## config.mk

```make
export PLATFORM = sky130hd
export DESIGN_NAME = stepper_valve_position_sequencer
export DESIGN_NICKNAME = d
export VERILOG_FILES = /design/src/rtl/svps_pkg.sv /design/src/rtl/svps_motor.sv /design/src/rtl/svps_seq.sv /design/src/rtl/stepper_valve_position_sequencer.sv
export SDC_FILE = /design/constraint.sdc
export NUM_CORES = 1
export LEC_CHECK = 0
export ABC_AREA = 1
export BUFFER_PORTS_ARGS = -buffer_cell sky130_fd_sc_hd__buf_2
export CORE_MARGIN = 2
export CORE_UTILIZATION = 50
export DETAILED_ROUTE_END_ITERATION = 7
export GPL_TIMING_DRIVEN = 1
export PLACE_DENSITY = 0.67
export SETUP_SLACK_MARGIN = 0.15
export SYNTH_ARGS = -nofsm -noshare
export SYNTH_HDL_FRONTEND = slang
export SYNTH_SLANG_ARGS = --single-unit
```

## constraint.sdc

```tcl
create_clock -name aclk -period 4.43 [get_ports aclk]
set_input_delay 0.2215 -clock aclk [delete_from_list [all_inputs] [get_ports aclk]]
set_output_delay 0.2215 -clock aclk [all_outputs]
set_load 0.02 [all_outputs]
```

## src/rtl/svps_pkg.sv

```systemverilog
// Shared types, constants and the coil table of the stepper valve sequencer.
package svps_pkg;

    localparam int POS_W   = 13;
    localparam int STEPS_W = 14;
    localparam int HOLD_W  = 12;
    localparam int WAIT_W  = 8;
    localparam int OFF_W   = 16;
    localparam int MODE_W  = 3;
    localparam int COIL_W  = 4;
    localparam int CFG_AW  = 3;
    localparam int CFG_DW  = 16;

    typedef logic signed [POS_W-1:0]   pos_t;
    typedef logic signed [STEPS_W-1:0] steps_t;
    typedef logic [HOLD_W-1:0]         hold_t;
    typedef logic [WAIT_W-1:0]         wait_t;
    typedef logic [OFF_W-1:0]          off_t;
    typedef logic [MODE_W-1:0]         mode_t;
    typedef logic [COIL_W-1:0]         coil_t;
    typedef logic [2:0]                phase_t;

    // Item modes
    localparam mode_t MODE_STEP    = 3'd0;
    localparam mode_t MODE_CONTROL = 3'd1;
    localparam mode_t MODE_COLD    = 3'd2;
    localparam mode_t MODE_ICE     = 3'd3;
    localparam mode_t MODE_HOME    = 3'd4;

    // Configuration register indexes
    localparam logic [CFG_AW-1:0] CFG_HOME_POS   = 3'd0;
    localparam logic [CFG_AW-1:0] CFG_COLD_POS   = 3'd1;
    localparam logic [CFG_AW-1:0] CFG_ICE_POS    = 3'd2;
    localparam logic [CFG_AW-1:0] CFG_HOLD_TICKS = 3'd3;
    localparam logic [CFG_AW-1:0] CFG_POWER_ON   = 3'd4;
    localparam logic [CFG_AW-1:0] CFG_OFF_LIMIT  = 3'd5;

    // Reset values of the registers
    localparam pos_t  HOME_POS_RST   = -13'sd1000;
    localparam pos_t  COLD_POS_RST   = 13'sd100;
    localparam pos_t  ICE_POS_RST    = 13'sd300;
    localparam hold_t HOLD_TICKS_RST = 12'd50;
    localparam wait_t POWER_ON_RST   = 8'd10;
    localparam off_t  OFF_LIMIT_RST  = 16'd2400;

    localparam pos_t POS_MAX = 13'sd4095;
    localparam pos_t POS_MIN = -13'sd4096;

    // Request bits
    localparam int REQ_HOME = 0;
    localparam int REQ_COLD = 1;
    localparam int REQ_ICE  = 2;

    // Command from the sequencer to the motor drive
    typedef struct packed {
        logic arm;
        logic zero;
        pos_t where;
    } motor_cmd_t;

    // Half-step wheel: bit3 coil one .. bit0 coil four
    function automatic coil_t coil_of_phase(input phase_t ph);
        coil_t c;
        case (ph)
            3'd0:    c = 4'h9;
            3'd1:    c = 4'h1;
            3'd2:    c = 4'h3;
            3'd3:    c = 4'h2;
            3'd4:    c = 4'h6;
            3'd5:    c = 4'h4;
            3'd6:    c = 4'hC;
            3'd7:    c = 4'h8;
            default: c = 4'h0;
        endcase
        return c;
    endfunction

endpackage

```

## src/rtl/svps_motor.sv

```systemverilog
// Half-step motor drive: position, hold counters, phase wheel and coil pattern.
module svps_motor (
    input  logic                aclk,
    input  logic                aresetn,
    input  logic                advance,
    input  logic                step_en,
    input  svps_pkg::motor_cmd_t cmd,
    input  svps_pkg::hold_t     hold_ticks,
    output svps_pkg::pos_t      cur_pos,
    output svps_pkg::pos_t      tgt_pos,
    output svps_pkg::coil_t     coil_next,
    output svps_pkg::pos_t      pos_next
);

    svps_pkg::pos_t   cur_reg, cur_next;
    svps_pkg::pos_t   tgt_reg, tgt_next;
    svps_pkg::steps_t steps_reg, steps_next;
    svps_pkg::hold_t  start_reg, start_next;
    svps_pkg::hold_t  stop_reg, stop_next;
    svps_pkg::phase_t ph_now_reg, ph_now_next;
    svps_pkg::phase_t ph_bef_reg, ph_bef_next;
    svps_pkg::coil_t  coil_reg, coil_next_int;

    svps_pkg::steps_t diff;
    logic             load;
    svps_pkg::steps_t steps_eff;
    svps_pkg::hold_t  start_eff;
    svps_pkg::hold_t  stop_eff;

    assign diff = svps_pkg::steps_t'(tgt_reg) - svps_pkg::steps_t'(cur_reg);
    assign load = (steps_reg == '0) && (tgt_reg != cur_reg);
    assign steps_eff = load ? diff : steps_reg;
    assign start_eff = load ? hold_ticks : start_reg;
    assign stop_eff  = load ? hold_ticks : stop_reg;

    // Work out one step tick or apply a sequencer command
    always_comb begin
        cur_next      = cur_reg;
        tgt_next      = tgt_reg;
        steps_next    = steps_reg;
        start_next    = start_reg;
        stop_next     = stop_reg;
        ph_now_next   = ph_now_reg;
        ph_bef_next   = ph_bef_reg;
        coil_next_int = coil_reg;
        if (step_en) begin
            steps_next = steps_eff;
            start_next = start_eff;
            stop_next  = stop_eff;
            if (start_eff != '0) begin
                start_next    = start_eff - 1'b1;
                coil_next_int = svps_pkg::coil_of_phase(ph_bef_reg);
            end else if (steps_eff == '0) begin
                if (stop_eff != '0) begin
                    stop_next     = stop_eff - 1'b1;
                    coil_next_int = svps_pkg::coil_of_phase(ph_now_reg);
                end else begin
                    coil_next_int = '0;
                end
            end else if (!steps_eff[svps_pkg::STEPS_W-1]) begin
                steps_next    = steps_eff - 1'b1;
                cur_next      = (cur_reg != svps_pkg::POS_MAX) ? cur_reg + 1'b1 : cur_reg;
                ph_bef_next   = ph_now_reg;
                ph_now_next   = ph_now_reg + 1'b1;
                coil_next_int = svps_pkg::coil_of_phase(ph_now_reg + 1'b1);
            end else begin
                steps_next    = steps_eff + 1'b1;
                cur_next      = (cur_reg != svps_pkg::POS_MIN) ? cur_reg - 1'b1 : cur_reg;
                ph_bef_next   = ph_now_reg;
                ph_now_next   = ph_now_reg - 1'b1;
                coil_next_int = svps_pkg::coil_of_phase(ph_now_reg - 1'b1);
            end
        end else begin
            if (cmd.arm) begin
                start_next = hold_ticks;
                stop_next  = hold_ticks;
                tgt_next   = cmd.where;
            end
            if (cmd.zero) begin
                tgt_next = '0;
                cur_next = '0;
            end
        end
    end

    // Hold motor state, advance on each processed item
    always_ff @(posedge aclk) begin
        if (!aresetn) begin
            cur_reg    <= svps_pkg::ICE_POS_RST;
            tgt_reg    <= svps_pkg::ICE_POS_RST;
            steps_reg  <= '0;
            start_reg  <= '0;
            stop_reg   <= '0;
            ph_now_reg <= '0;
            ph_bef_reg <= '0;
            coil_reg   <= '0;
        end else if (advance) begin
            cur_reg    <= cur_next;
            tgt_reg    <= tgt_next;
            steps_reg  <= steps_next;
            start_reg  <= start_next;
            stop_reg   <= stop_next;
            ph_now_reg <= ph_now_next;
            ph_bef_reg <= ph_bef_next;
            coil_reg   <= coil_next_int;
        end
    end

    assign cur_pos   = cur_reg;
    assign tgt_pos   = tgt_reg;
    assign coil_next = coil_next_int;
    assign pos_next  = cur_next;

endmodule

```

## src/rtl/svps_seq.sv

```systemverilog
// Request sequencer: compressor watch, homing, cold and ice sequences.
module svps_seq (
    input  logic                 aclk,
    input  logic                 aresetn,
    input  logic                 advance,
    input  svps_pkg::mode_t      mode,
    input  logic                 compressor_on,
    input  logic                 restart_delay_active,
    input  svps_pkg::off_t       off_delay_count,
    input  logic                 factory_test,
    input  svps_pkg::pos_t       home_position,
    input  svps_pkg::pos_t       cold_position,
    input  svps_pkg::pos_t       ice_position,
    input  svps_pkg::wait_t      power_on_ticks,
    input  svps_pkg::off_t       off_delay_limit,
    input  svps_pkg::pos_t       cur_pos,
    input  svps_pkg::pos_t       tgt_pos,
    output svps_pkg::motor_cmd_t cmd,
    output logic                 supply_next,
    output logic                 status_next,
    output logic                 busy_next
);

    typedef enum logic [2:0] {
        HOME_START, HOME_POWER, HOME_ARM, HOME_MOVE, HOME_ARM_COLD, HOME_MOVE_COLD,
        HOME_DONE
    } home_step_t;

    typedef enum logic [2:0] {
        GO_START, GO_POWER, GO_CHECK, GO_ARM, GO_MOVE, GO_DONE
    } go_step_t;

    logic [2:0]      req_reg, req_n;
    home_step_t      home_reg, home_n;
    go_step_t        cold_reg, cold_n;
    go_step_t        ice_reg, ice_n;
    svps_pkg::wait_t wait_reg, wait_n;
    logic            status_reg, status_n;
    logic            comp_last_reg, comp_last_n;
    logic            hp_reg, hp_n;
    logic            supply_reg, supply_n;

    go_step_t        go_step, go_next;
    svps_pkg::pos_t  go_where;
    logic            go_done;

    // Work out the next sequencer state for the current item
    always_comb begin
        req_n       = req_reg;
        home_n      = home_reg;
        cold_n      = cold_reg;
        ice_n       = ice_reg;
        wait_n      = wait_reg;
        status_n    = status_reg;
        comp_last_n = comp_last_reg;
        hp_n        = hp_reg;
        supply_n    = supply_reg;
        cmd         = '0;
        go_step     = req_reg[svps_pkg::REQ_COLD] ? cold_reg : ice_reg;
        go_where    = req_reg[svps_pkg::REQ_COLD] ? cold_position : ice_position;
        go_next     = go_step;
        go_done     = 1'b0;
        case (mode)
            svps_pkg::MODE_CONTROL: begin
                // watch the compressor and raise homing after a turn-off
                if (!factory_test) begin
                    if (comp_last_reg != compressor_on) begin
                        comp_last_n = compressor_on;
                        if (!compressor_on) begin
                            hp_n = 1'b1;
                        end
                    end
                    if (hp_n && restart_delay_active && (off_delay_count < off_delay_limit)) begin
                        hp_n = 1'b0;
                        req_n[svps_pkg::REQ_HOME] = 1'b1;
                    end
                end
                supply_n = |req_n;

                if (req_n[svps_pkg::REQ_HOME]) begin
                    case (home_reg)
                        HOME_START: begin
                            wait_n = power_on_ticks;
                            home_n = HOME_POWER;
                        end
                        HOME_POWER: begin
                            if (wait_reg != '0) wait_n = wait_reg - 1'b1;
                            else home_n = HOME_ARM;
                        end
                        HOME_ARM: begin
                            cmd.arm   = 1'b1;
                            cmd.where = home_position;
                            home_n    = HOME_MOVE;
                        end
                        HOME_MOVE: begin
                            if (tgt_pos == cur_pos) begin
                                cmd.zero = 1'b1;
                                home_n   = HOME_ARM_COLD;
                            end
                        end
                        HOME_ARM_COLD: begin
                            cmd.arm   = 1'b1;
                            cmd.where = cold_position;
                            home_n    = HOME_MOVE_COLD;
                        end
                        HOME_MOVE_COLD: begin
                            if (tgt_pos == cur_pos) home_n = HOME_DONE;
                        end
                        HOME_DONE: begin
                            req_n[svps_pkg::REQ_HOME] = 1'b0;
                            home_n   = HOME_START;
                            status_n = 1'b0;
                        end
                        default: home_n = HOME_START;
                    endcase
                end else if (req_n[svps_pkg::REQ_COLD] || req_n[svps_pkg::REQ_ICE]) begin
                    case (go_step)
                        GO_START: begin
                            wait_n  = power_on_ticks;
                            go_next = GO_POWER;
                        end
                        GO_POWER: begin
                            if (wait_reg != '0) wait_n = wait_reg - 1'b1;
                            else go_next = GO_CHECK;
                        end
                        GO_CHECK: go_next = (tgt_pos == go_where) ? GO_MOVE : GO_ARM;
                        GO_ARM: begin
                            cmd.arm   = 1'b1;
                            cmd.where = go_where;
                            go_next   = GO_MOVE;
                        end
                        GO_MOVE: begin
                            if (tgt_pos == cur_pos) go_next = GO_DONE;
                        end
                        GO_DONE: begin
                            go_done = 1'b1;
                            go_next = GO_START;
                        end
                        default: go_next = GO_START;
                    endcase
                    // write the shared step back to the sequence that ran
                    if (req_n[svps_pkg::REQ_COLD]) begin
                        cold_n = go_next;
                        if (go_done) begin
                            req_n[svps_pkg::REQ_COLD] = 1'b0;
                            status_n = 1'b0;
                        end
                    end else begin
                        ice_n = go_next;
                        if (go_done) begin
                            req_n[svps_pkg::REQ_ICE] = 1'b0;
                            status_n = 1'b1;
                        end
                    end
                end
            end
            svps_pkg::MODE_COLD: begin
                req_n[svps_pkg::REQ_COLD] = 1'b1;
                req_n[svps_pkg::REQ_ICE]  = 1'b0;
            end
            svps_pkg::MODE_ICE: begin
                req_n[svps_pkg::REQ_ICE]  = 1'b1;
                req_n[svps_pkg::REQ_COLD] = 1'b0;
            end
            svps_pkg::MODE_HOME: req_n[svps_pkg::REQ_HOME] = 1'b1;
            default: ;
        endcase
    end

    // Hold sequencer state, advance on each processed item
    always_ff @(posedge aclk) begin
        if (!aresetn) begin
            req_reg       <= '0;
            home_reg      <= HOME_START;
            cold_reg      <= GO_START;
            ice_reg       <= GO_START;
            wait_reg      <= svps_pkg::POWER_ON_RST;
            status_reg    <= 1'b1;
            comp_last_reg <= 1'b0;
            hp_reg        <= 1'b1;
            supply_reg    <= 1'b0;
        end else if (advance) begin
            req_reg       <= req_n;
            home_reg      <= home_n;
            cold_reg      <= cold_n;
            ice_reg       <= ice_n;
            wait_reg      <= wait_n;
            status_reg    <= status_n;
            comp_last_reg <= comp_last_n;
            hp_reg        <= hp_n;
            supply_reg    <= supply_n;
        end
    end

    assign supply_next = supply_n;
    assign status_next = status_n;
    assign busy_next   = |req_n;

endmodule

```

## src/rtl/stepper_valve_position_sequencer.sv

```systemverilog
// Top level of the stepper valve position sequencer.
//
//  channel  | direction | handshake          | payload
//  ---------+-----------+--------------------+---------------------------------------------
//  s_       | in        | s_valid / s_ready  | mode, compressor_on, restart_delay_active,
//           |           |                    | off_delay_count, factory_test
//  m_       | out       | m_valid / m_ready  | coil_pattern, power_enable, valve_status,
//           |           |                    | busy_res, position_now
//  cfg_     | in        | cfg_we             | cfg_addr, cfg_wdata
//
// One item per cycle sustained while m_ready is high; each item is held in the input register
// and is worked out in one pass into the result register, which offers its result on m_valid.
// The single pass over motor and sequencer state sets this rate.
// A stalled result register holds the input register, which then holds s_ready low.
// Reset (aresetn low, synchronous) loads the register defaults and empties both stages.
module stepper_valve_position_sequencer (
    input  logic                              aclk,
    input  logic                              aresetn,
    input  logic                              s_valid,
    output logic                              s_ready,
    input  logic [svps_pkg::MODE_W-1:0]       s_mode,
    input  logic                              s_compressor_on,
    input  logic                              s_restart_delay_active,
    input  logic [svps_pkg::OFF_W-1:0]        s_off_delay_count,
    input  logic                              s_factory_test,
    output logic                              m_valid,
    input  logic                              m_ready,
    output logic [svps_pkg::COIL_W-1:0]       m_coil_pattern,
    output logic                              m_power_enable,
    output logic                              m_valve_status,
    output logic                              m_busy_res,
    output logic signed [svps_pkg::POS_W-1:0] m_position_now,
    input  logic                              cfg_we,
    input  logic [svps_pkg::CFG_AW-1:0]       cfg_addr,
    input  logic [svps_pkg::CFG_DW-1:0]       cfg_wdata
);

    // Configuration registers
    svps_pkg::pos_t  home_pos_reg, cold_pos_reg, ice_pos_reg;
    svps_pkg::hold_t hold_ticks_reg;
    svps_pkg::wait_t power_on_reg;
    svps_pkg::off_t  off_limit_reg;

    // Input register
    logic            in_valid_reg;
    svps_pkg::mode_t in_mode_reg;
    logic            in_comp_reg;
    logic            in_restart_reg;
    svps_pkg::off_t  in_off_reg;
    logic            in_factory_reg;

    // Result register
    logic            out_valid_reg;
    svps_pkg::coil_t out_coil_reg;
    logic            out_power_reg;
    logic            out_status_reg;
    logic            out_busy_reg;
    svps_pkg::pos_t  out_pos_reg;

    logic                 advance;
    svps_pkg::motor_cmd_t cmd;
    svps_pkg::pos_t       cur_pos, tgt_pos, pos_next;
    svps_pkg::coil_t      coil_next;
    logic                 supply_next, status_next, busy_next;

    assign advance = in_valid_reg && (!out_valid_reg || m_ready);
    assign s_ready = !in_valid_reg || advance;

    // Write configuration registers
    always_ff @(posedge aclk) begin
        if (!aresetn) begin
            home_pos_reg   <= svps_pkg::HOME_POS_RST;
            cold_pos_reg   <= svps_pkg::COLD_POS_RST;
            ice_pos_reg    <= svps_pkg::ICE_POS_RST;
            hold_ticks_reg <= svps_pkg::HOLD_TICKS_RST;
            power_on_reg   <= svps_pkg::POWER_ON_RST;
            off_limit_reg  <= svps_pkg::OFF_LIMIT_RST;
        end else if (cfg_we) begin
            case (cfg_addr)
                svps_pkg::CFG_HOME_POS:   home_pos_reg   <= cfg_wdata[svps_pkg::POS_W-1:0];
                svps_pkg::CFG_COLD_POS:   cold_pos_reg   <= cfg_wdata[svps_pkg::POS_W-1:0];
                svps_pkg::CFG_ICE_POS:    ice_pos_reg    <= cfg_wdata[svps_pkg::POS_W-1:0];
                svps_pkg::CFG_HOLD_TICKS: hold_ticks_reg <= cfg_wdata[svps_pkg::HOLD_W-1:0];
                svps_pkg::CFG_POWER_ON:   power_on_reg   <= cfg_wdata[svps_pkg::WAIT_W-1:0];
                svps_pkg::CFG_OFF_LIMIT:  off_limit_reg  <= cfg_wdata[svps_pkg::OFF_W-1:0];
                default: ;
            endcase
        end
    end

    // Capture an item into the input register
    always_ff @(posedge aclk) begin
        if (!aresetn) begin
            in_valid_reg <= 1'b0;
        end else if (s_ready) begin
            in_valid_reg <= s_valid;
        end
        if (s_valid && s_ready) begin
            in_mode_reg    <= s_mode;
            in_comp_reg    <= s_compressor_on;
            in_restart_reg <= s_restart_delay_active;
            in_off_reg     <= s_off_delay_count;
            in_factory_reg <= s_factory_test;
        end
    end

    // Load the result register, drop it once taken
    always_ff @(posedge aclk) begin
        if (!aresetn) begin
            out_valid_reg <= 1'b0;
        end else if (advance) begin
            out_valid_reg <= 1'b1;
        end else if (m_ready) begin
            out_valid_reg <= 1'b0;
        end
        if (advance) begin
            out_coil_reg   <= coil_next;
            out_power_reg  <= supply_next;
            out_status_reg <= status_next;
            out_busy_reg   <= busy_next;
            out_pos_reg    <= pos_next;
        end
    end

    svps_motor u_motor (
        .aclk       (aclk),
        .aresetn    (aresetn),
        .advance    (advance),
        .step_en    (in_mode_reg == svps_pkg::MODE_STEP),
        .cmd        (cmd),
        .hold_ticks (hold_ticks_reg),
        .cur_pos    (cur_pos),
        .tgt_pos    (tgt_pos),
        .coil_next  (coil_next),
        .pos_next   (pos_next)
    );

    svps_seq u_seq (
        .aclk                 (aclk),
        .aresetn              (aresetn),
        .advance              (advance),
        .mode                 (in_mode_reg),
        .compressor_on        (in_comp_reg),
        .restart_delay_active (in_restart_reg),
        .off_delay_count      (in_off_reg),
        .factory_test         (in_factory_reg),
        .home_position        (home_pos_reg),
        .cold_position        (cold_pos_reg),
        .ice_position         (ice_pos_reg),
        .power_on_ticks       (power_on_reg),
        .off_delay_limit      (off_limit_reg),
        .cur_pos              (cur_pos),
        .tgt_pos              (tgt_pos),
        .cmd                  (cmd),
        .supply_next          (supply_next),
        .status_next          (status_next),
        .busy_next            (busy_next)
    );

    assign m_valid        = out_valid_reg;
    assign m_coil_pattern = out_coil_reg;
    assign m_power_enable = out_power_reg;
    assign m_valve_status = out_status_reg;
    assign m_busy_res     = out_busy_reg;
    assign m_position_now = out_pos_reg;

endmodule
```

Word level (Yosys, flattened, before mapping)
Memories as Yosys holds them, arrays and structs flattened. A register that Yosys moved wholly into a read port is not among the register bits.
Cells that the tools add are included.
{ "totals": {"memories": 4, "ff_bits": 217, "in_bits": 46, "wordCells": 220, "romBits": 128, "output_inout_bits": 22} }
{ "classes": {"n_mux": 91, "n_eq_ne": 30, "bitwise": 6, "order_cmp": 1, "add_sub_neg": 10, "reduce_logical": 43} }
{ "mem_list": {"columns": ["memory", "depth", "word_bits", "read_ports", "rd_clocked_by_memory_dff", "wr", "line", "rtl"], "rows": [
  ["(name not given)", 8, 4, 1, 1, 0, "svps_pkg.sv:64", "case (ph)"],
  ["(name not given)", 8, 4, 1, 1, 0, "svps_pkg.sv:64", null],
  ["(name not given)", 8, 4, 1, 0, 0, "svps_pkg.sv:64", null],
  ["(name not given)", 8, 4, 1, 0, 0, "svps_pkg.sv:64", null]
]} }
{ "ops": {"columns": ["op", "count"], "rows": [
  ["13-bit two-way mux", 13],
  ["12-bit two-way mux", 9],
  ["14-bit two-way mux", 4],
  ["3-bit two-way mux", 12],
  ["1-bit two-way mux", 35],
  ["8-bit case mux with 2 select lines", 2],
  ["14-bit zero test", 2],
  ["13-bit equality test", 2],
  ["13-bit inequality test (second input constant)", 2],
  ["13-bit case mux with 2 select lines", 1],
  ["3-bit by 2-bit equality test with 1-bit output (second input constant)", 8],
  ["3-bit equality test (second input constant)", 8],
  ["8-bit two-way mux", 3],
  ["12-bit nonzero test", 2],
  ["12-bit by 1-bit subtractor with 12-bit output (second input constant)", 2],
  ["4-bit two-way mux", 5],
  ["3-bit case mux with 6 select lines", 1],
  ["16-bit < comparator", 1],
  ["2-bit AND reduction", 8],
  ["15-bit two-way mux", 1],
  ["3-bit case mux with 5 select lines", 1],
  ["5-bit AND reduction", 3],
  ["14-bit by 1-bit adder with 14-bit output (second input constant)", 1],
  ["13-bit by 13-bit subtractor with 14-bit output", 1],
  ["28 further kinds", 54]
]} }

Logic depth before layout (Yosys ltp)
Gate-level depths: netlist of the first run.
{ "depth": {"word_depth": 17, "mapped_depth": 27, "mapped_depth_nobuf": 25} }

By module
A second synthesis of the first run with hierarchy kept.
{ "unflattened": {"cells_unflattened": 2301, "hier_area_um2": 14849.2} }
{ "by_module_without_submodules": {"columns": ["mod", "cells_per_inst", "area_each_um2", "seq_area_each_um2", "instances"], "rows": [
  ["svps_motor", 1251, 7294.5, 1641.6, 1],
  ["stepper_valve_position_sequencer", 475, 4314.1, 2802.7, 1],
  ["svps_seq", 575, 3240.6, 480.5, 1]
]} }

Least setup slack after synthesis of the first run
No wires, ideal clock.
{ "synth_path": {"kind": "reg2reg", "from": "register u_motor.cur_reg[3] (netlist: u_motor.cur_pos[3])", "to": "register out_coil_reg[3] (netlist: m_coil_pattern[3]), data pin", "setup_time_ns": 0.253, "required_time_ns": 4.177, "path_stages_with_launch": 24, "synth_period_minus_slack_ns": 3.607, "t_arrival_ns": 3.354, "slack_ns": 0.823, "path_buffers": 5, "path_cell_list": "dfxtp_1 clkbuf_1 inv_1 ha_1 nand2_1 nor2_1 nand2_1 nor2_2 nor2_4 buf_6 nand3_2 nand2_1 buf_4 buf_4 buf_2 ha_1 nand4_2 nor2_4 nand4_2 nand2_4 inv_4 or2_0 nand3_2 nand2_1"} }
{ "synth_between": {"elab_chain_len": 8, "word_cells_on_any_way": 14, "cone_classes": "add/sub: 1; eq/ne: 1; mux: 8; reduce/logical: 4"} }
{ "synth_lines": {"columns": ["item", "line", "rtl"], "rows": [
  ["from (decl)", "svps_motor.sv:15", "svps_pkg::pos_t cur_reg, cur_next;"],
  ["from (signal assigned)", "svps_motor.sv:89", "cur_reg <= svps_pkg::ICE_POS_RST;"],
  ["from (signal assigned)", "svps_motor.sv:98", "cur_reg <= cur_next;"],
  ["branches (longest 6 deep; another with 13-bit by 13-bit subtractor with 14-bit output)", null, null],
  ["4-bit two-way mux *", "svps_motor.sv:50", "if (start_eff != '0) begin"],
  ["4-bit two-way mux *", "svps_motor.sv:46", "if (step_en) begin"],
  ["via coil_next[3]", "stepper_valve_position_sequencer.sv:63", "svps_pkg::coil_t coil_next;"],
  ["to (signal assigned)", "stepper_valve_position_sequencer.sv:117", "out_coil_reg <= coil_next;"],
  ["to (decl)", "stepper_valve_position_sequencer.sv:54", "svps_pkg::coil_t out_coil_reg;"]
]} }
Mark *: on every way through the listed nets, which the timed path passes.
A chain may end at the register's enable or synchronous reset.

Final worst setup path of the first run
{ "layout_path": {"from": "register u_motor.cur_reg[9] (netlist: u_motor.cur_pos[9])", "to": "register u_motor.cur_reg[0] (netlist: u_motor.cur_pos[0])"} }
{ "layout_between": {"elab_chain_len": 7, "word_cells_on_any_way": 21, "cone_classes": "add/sub: 1; eq/ne: 4; mux: 13; reduce/logical: 3"} }
{ "layout_lines": {"columns": ["item", "line", "rtl"], "rows": [
  ["branches (longest 6 deep; another with 13-bit by 13-bit subtractor with 14-bit output)", null, null],
  ["13-bit two-way mux *", "svps_motor.sv:46", null],
  ["via pos_next[0]", "stepper_valve_position_sequencer.sv:62", "svps_pkg::pos_t cur_pos, tgt_pos, pos_next;"]
]} }
Marked as above.

==> impl_metrics.yaml, run 1 <==
route:
  postRouteWirelength_um: 40900
  vias: 13700
  drcViolationCount: 0
  tritonroute_pass_1_iters: 7
  post_drt_wl_per_cell_um: 16.0
  detail_route.iter0.violations: 955
  antenna_violating_nets_post_route: 0
  via_per_inst: 5.35
worst_setup_path:
  crit_required_ns: 4.91
  timing.reg2reg.worst_path_depth: 21
  setup.worst_path.start_class: "register"
  worst_setup_path_end_kind: "register"
  setup.worst_path.class: "register to register"
  worstPathMaxFanout: 17
  worst-endpoint-arrival_ns: 4.43
yosys:
  synth_fp_nets: 2180
  seq_area_frac_synth_pct: 35.0
  yosys.area.top_type: "dfxtp_1"
  ys_warn_count: 0
  yosysTopAreaCellShare_pct: 26.1
  synthesis.instances: 2089
  synth-seq-cells: 225
  async_reset_ff_share_pct: 0
  yosysMostFrequentCell: "nand2_1"
  yosys-top-cells-count: "nand2_1 (482), inv_1 (293), o21ai_0 (203), nor2_1 (189), dfxtp_1 (183)"
  synth.distinct_cells: 63
  netlist_area_um2: 14100
  synth.top_cells.by_area: "dfxtp_1 (26%), nand2_1 (13%), edfxtp_1 (9.0%)"
  synth-edff-count: 42
  ys_dominant_reg_cell: "dfxtp_1"
  mean_syn_cell_area_um2: 6.73
min_path:
  whs_path_depth: 3
  hp-class: "input pin to register"
clocking:
  tritoncts: "yes"
  cts_buffers: 26
  cts_root_cell: "clkbuf_16"
  cts-htree-levels: 1
  clock_insertion_delay_worst_skew_ns: 0.54
  hold_bufs_at_cts: 28
  cts_buffer_depth: 3
  post_cts.resized_instances: 0
  post_cts.repair.setup_buffers: 0
  clock-sinks: 225
  clkTransAtPathRegs_ns: 0.06
timing:
  hold_viol: 0
  fin_crit_ns: 3.96
  maxSlewHeadroom_pct: 42.5
  timing_worst_slew_pin_value_ns: 0.863
  maxClockFrequency_ghz: 0.253
  final.period_utilization_pct: 89.3
  count_of_pins_over_their_slew_limit: 0
  final.setup.tns_ns: 0
  clock_skew_ns: 0.0145
  setup_viol: 0
  grt_setup_unrepaired: "false"
power:
  p_int_mw: 4.16
  ir_worst_vdd_mv: 0.333
  share_comb_of_total_power_pct: 32.1
  switchingPower_mw: 2.39
  seqPwrFrac_pct: 33.7
  total_power_mw: 6.54
  p_sw_share_pct: 36.5
  clock_power_share_pct: 34.2
  power.static_leakage_nw: 7.26
  power_per_cell_area_nw_per_um2: 412
final_layout:
  drive_gt1_share_pct: 10.5
  antenna-diode-count: 0
  finalNetCount: 2249
  syn2layout_area_growth_pct: 12.8
floorplanning:
  ioPinCount: 68
  fp.dieArea_um2: 29500
  fp.dieW_um: 172
  rows: 61
  placeableCoreArea_um2: 27700
  start_util_pct: 50.8
  dieHeight_um: 172
run_status:
  outcome: "finished clean"
global_routing:
  grt_max_degree: 94
  grt_pass1_wl_um: 65800
  grt_pass1_vias: 12800
  grt_util_all_layers_pct: 27.9
  antenna_found_initial: 0
  grt_overflow_total: 0
job:
  cap_viol_max_count: 0
placed_design:
  io_buffers: 67
  place.gp.congestion: 0.942
  place_hpwl_um: 30200
[routing by layer]
layer	GRT usage (%)	wire length (um)
met3	3.64	2550
met1	37.5	18500
met4	9.99	1370
met2	45.9	18400
met5	0	0
[logic make-up after synthesis]
group	share of synthesized area, %
simple gates	29.8
compound gates	18.4
buf+inv	10.8
flops	35.0
fa+ha+maj	4.06
xor+xnor	1.87
[final timing paths]
kind / slack (ns) / end / start
hold reg to reg: 0.44 / u_seq.ice_reg[1] / u_seq.ice_reg[1]
setup / recovery: 0.47 / u_motor.cur_pos[0] / u_motor.cur_pos[9]
setup reg to reg: 0.47 / u_motor.cur_pos[0] / u_motor.cur_pos[9]
hold / removal: 0.04 / off_limit_reg[13] / cfg_wdata[13]
[area by class of cell]
| class | count | area (um^2) |
|---|---|---|
| clock inverters | 9 | 110 |
| fillers | 2699 | 11800 |
| multi-input cells | 1484 | 7620 |
| well taps | 378 | 473 |
| inverters | 304 | 1150 |
| repair buffers | 117 | 796 |
| clock buffers | 39 | 791 |
| flip-flops and latches | 225 | 4920 |
[cells in the final DEF, fill, tap and decap left out, drive strengths merged, types with 3 or more instances in the layout]
master	Yosys	routed
nor2	206	206
nand3	144	144
dfxtp	183	183
or2	7	7
nand4	32	32
nor4	3	3
ha	44	44
nand2	515	515
clkinv	2	7
nor3	17	17
inv	302	303
a21oi	158	158
nand3b	10	10
o31ai	4	4
clkbuf	54	39
xnor2	10	10
dlygate4sd3	0	28
o22ai	10	10
edfxtp	42	42
o211ai	37	37
a31oi	3	3
buf	22	89
xor2	20	20
a41oi	3	3
o21ai	245	245
[power by group through the flow]
| stage | Combinational [mW] | Sequential [mW] | Clock [mW] |
|---|---|---|---|
| 2_1_floorplan | 1.54 | 2.25 | 0 |
| 3_5_place_dp | 2.04 | 2.25 | 0 |
| 4_1_cts | 2.07 | 2.21 | 2.27 |
| 3_3_place_gp | 2.03 | 2.25 | 0 |
| 5_1_grt | 2.35 | 2.21 | 2.34 |
| 6_report | 2.10 | 2.21 | 2.24 |
[critical path, cell delays in order, from the launching register on]
cell and delay [ns]:
dfxtp_1 0.47, inv_1 0.14, ha_1 0.38, nand2_2 0.14, nor2_4 0.06, nand2_1 0.07, nor2_2 0.06, nor2_4 0.38
buf_4 0.32, nand2_1 0.08, o21ai_0 0.16, ha_1 0.27, nand4_2 0.13, nor2_4 0.14, nand4_4 0.20, nand2_4 0.31
inv_6 0.13, nand2_1 0.11, nand3_1 0.07, o21ai_1 0.14, o21ai_1 0.08, inv_1 0.06
[metrics by stage]
stage	utilization [%]	worst slack, ns	area, um^2	hold WS [ns]	instances
2_1_floorplan	-	0.823	14100	0.320	2089
5_1_grt	57.3	0.158	15900	0.0421	2556
4_1_cts	57.3	0.500	15900	0.0169	2556
6_report	57.3	0.475	15900	0.0436	2556
3_5_place_dp	53.0	0.543	14700	0.400	2480
3_3_place_gp	53.0	0.600	14700	0.398	2480
(Power assumes the default switching activity.)
==> run 2: changes to the inputs <==
ABC_AREA = default   (was 1)
==> run 2 against run 1 <==
Effect of this change: register-to-register slack got worse by 0.35 ns; wire length decreased by 2.1%; sequential power decreased by 2%; largest power group is now sequential cells.
==> impl_metrics.yaml, run 2 <==
yosys:
  yosysTopAreaCellShare_pct: 27.7
  synth.top_cells.by_area: "dfxtp_1 (28%), edfxtp_1 (9.5%), nand2_1 (8.2%)"
  seq_area_frac_synth_pct: 37.2
  yosys-top-cells-count: "nand2_1 (289), dfxtp_1 (183), a21oi_1 (159), nor2_1 (155), o21ai_0 (123)"
  netlist_area_um2: 13200
  ys_warn_count: 0
  synthesis.instances: 1714
  synth-edff-count: 42
  mean_syn_cell_area_um2: 7.73
  ys_dominant_reg_cell: "dfxtp_1"
  async_reset_ff_share_pct: 0
  synth.distinct_cells: 80
  yosysMostFrequentCell: "nand2_1"
  yosys.area.top_type: "dfxtp_1"
  synth-seq-cells: 225
  synth_fp_nets: 1805
timing:
  hold_viol: 0
  final.period_utilization_pct: 97.2
  setup_viol: 0
  maxClockFrequency_ghz: 0.232
  grt_setup_unrepaired: "true"
  timing_worst_slew_pin_value_ns: 1.09
  fin_crit_ns: 4.31
  setup_slack_ns: 0.125
  maxSlewHeadroom_pct: 27.0
  final.setup.tns_ns: 0
  clock_skew_ns: 0.0214
  count_of_pins_over_their_slew_limit: 0
route:
  post_drt_wl_per_cell_um: 18.2
  wl_met2_um: 18600
  detailroute.wirelength.met3_um: 2940
  top_signal_layer_used: "met4"
  postRouteWirelength_um: 40100
  met1_length_um: 17700
  via_per_inst: 6.04
  detail_route.iter0.violations: 1357
  antenna_violating_nets_post_route: 0
  drcViolationCount: 0
  tritonroute_pass_1_iters: 8
  vias: 13300
final_layout:
  layout_common_cells: "nand2_1 (282), dfxtp_1 (178), a21oi_1 (154)"
  antenna-diode-count: 0
  syn2layout_area_growth_pct: 21.2
  fin_cells: 2206
  drive_gt1_share_pct: 16.4
  most_common_cell_after_layout_fill_and_taps_aside: "nand2_1"
  finalNetCount: 1941
worst_setup_path:
  setup.worst_path.class: "register to register"
  worst_setup_path_end_kind: "register"
  worst-endpoint-arrival_ns: 4.77
  worstPathMaxFanout: 4
  ff_to_ff_start: "u_motor.tgt_pos[0]"
  crit_required_ns: 4.89
  setup.worst_path.start_class: "register"
  crit_start: "u_motor.tgt_pos[0]"
clocking:
  tritoncts: "yes"
  cts_buffers: 27
  cts_root_cell: "clkbuf_16"
  clkTransAtPathRegs_ns: 0.06
  clock_insertion_delay_worst_skew_ns: 0.56
  cts_buffer_depth: 3
  cts-htree-levels: 1
  clock-sinks: 225
floorplanning:
  ioPinCount: 68
  dieHeight_um: 167
  fp.dieW_um: 167
  placeableCoreArea_um2: 26100
  fp.dieArea_um2: 27800
  rows: 59
  start_util_pct: 50.8
global_routing:
  grt_pass1_wl_um: 63500
  grt_pass1_vias: 12200
  grt_max_degree: 73
  antenna_found_initial: 0
  grt_util_all_layers_pct: 27.4
  grt_overflow_total: 0
power:
  power.static_leakage_nw: 6.27
  ir_worst_vdd_mv: 0.311
  power_per_cell_area_nw_per_um2: 305
placed_design:
  preCtsSetupSlack_ns: -0.0291
  instance_count_after_placement_with_tap_cells_included: 2090
  place_hpwl_um: 27000
  place.gp.congestion: 0.907
  io_buffers: 67
job:
  cap_viol_max_count: 0
run_status:
  outcome: "finished clean"
min_path:
  hp-class: "input pin to register"
  hold_path_startpoint: "cfg_addr[2]"
run 2: changes by cell type after synthesis, sizes merged, moves of 31 or more:
| cell | change |
|---|---|
| mux2i | +38 |
| nor2 | -51 |
| nor3 | +43 |
| clkbuf | +31 |
| o21ai | -121 |
| inv | -246 |
| nand2 | -226 |
| nand3 | -70 |
run 2: metrics by stage:
stage	hold WS, ns	power [mW]	util [%]	instance area [um^2]
2_1_floorplan	0.320	2.53	-	13400
5_1_grt	0.261	5.07	61.6	16100
3_5_place_dp	0.400	2.69	54.8	14300
4_1_cts	0.221	4.89	60.0	15600
3_3_place_gp	0.398	2.68	54.8	14300
6_report	0.229	4.89	61.6	16100
run 2: layout make-up:
class	instances	area, um^2
fill	2276	10000
multi-input combinational	1335	8100
sequential	225	4930
timing repair buffer	205	1520
clock buffer	37	763
tap	335	419
inverter	56	211
clock inverter	13	110
run 2: logic make-up (layout without fill, tap and decap cells):
family | Yosys count | after routing | share of synthesized area, %
and+or+nand+nor | 721 | 721 | 25.1
AOI/OAI and AO/OA | 477 | 477 | 22.3
DFF | 225 | 225 | 37.2
buffers and inverters | 154 | 311 | 4.46
xor gates and xnor gates | 47 | 47 | 3.11
adders and majority gates | 45 | 45 | 4.31
muxes | 45 | 45 | 3.47
run 2: critical path, cell delays in order, from the launching register on:
cell and delay [ns]:
dfxtp_2 0.32, inv_2 0.08, ha_4 0.14, inv_2 0.04, fa_2 0.39, a211oi_2 0.28
nor3_2 0.10, nor3_2 0.20, o21ai_1 0.09, a21oi_1 0.17, xor2_1 0.16, o21ba_2 0.18
ha_2 0.18, inv_2 0.04, or2_4 0.22, a21oi_2 0.13, or4b_4 0.52, nor3_4 0.17
buf_6 0.14, nand3_1 0.08, o31ai_1 0.30, o31ai_2 0.13, a21oi_1 0.15
run 2: worst paths after layout:
path | slack [ns] | cells past startpoint | end
worst min register to register | 0.46 | 2 | off_limit_reg[15]
worst max-delay path | 0.12 | 22 | u_motor.stop_reg[5]
worst min-delay path | 0.23 | 4 | power_on_reg[1]
worst max register to register | 0.12 | 22 | u_motor.stop_reg[5]
run 2: where the power goes:
part / switching [mW] / internal (mW)
clock: 0.905 / 1.27
combinational: 0.334 / 0.216
sequential: 0.0359 / 2.13
total: 1.28 / 3.62
run 2: layer usage:
| layer | GRT usage [%] | up-vias |
|---|---|---|
| li1 | - | 6458 |
| met1 | 37.8 | 6272 |
| met2 | 45.5 | 531 |
| met3 | 4.18 | 73 |
| met4 | 6.18 | 0 |
| met5 | 0 | - |
run 2: timing repair:
item	4_1_cts	5_1_grt
pin swaps	4	34
endpoints found under the hold margin	75	0
buffers inserted	7	19
hold buffers	40	0
gates resized for setup	9	80
setup endpoints to repair	28	50
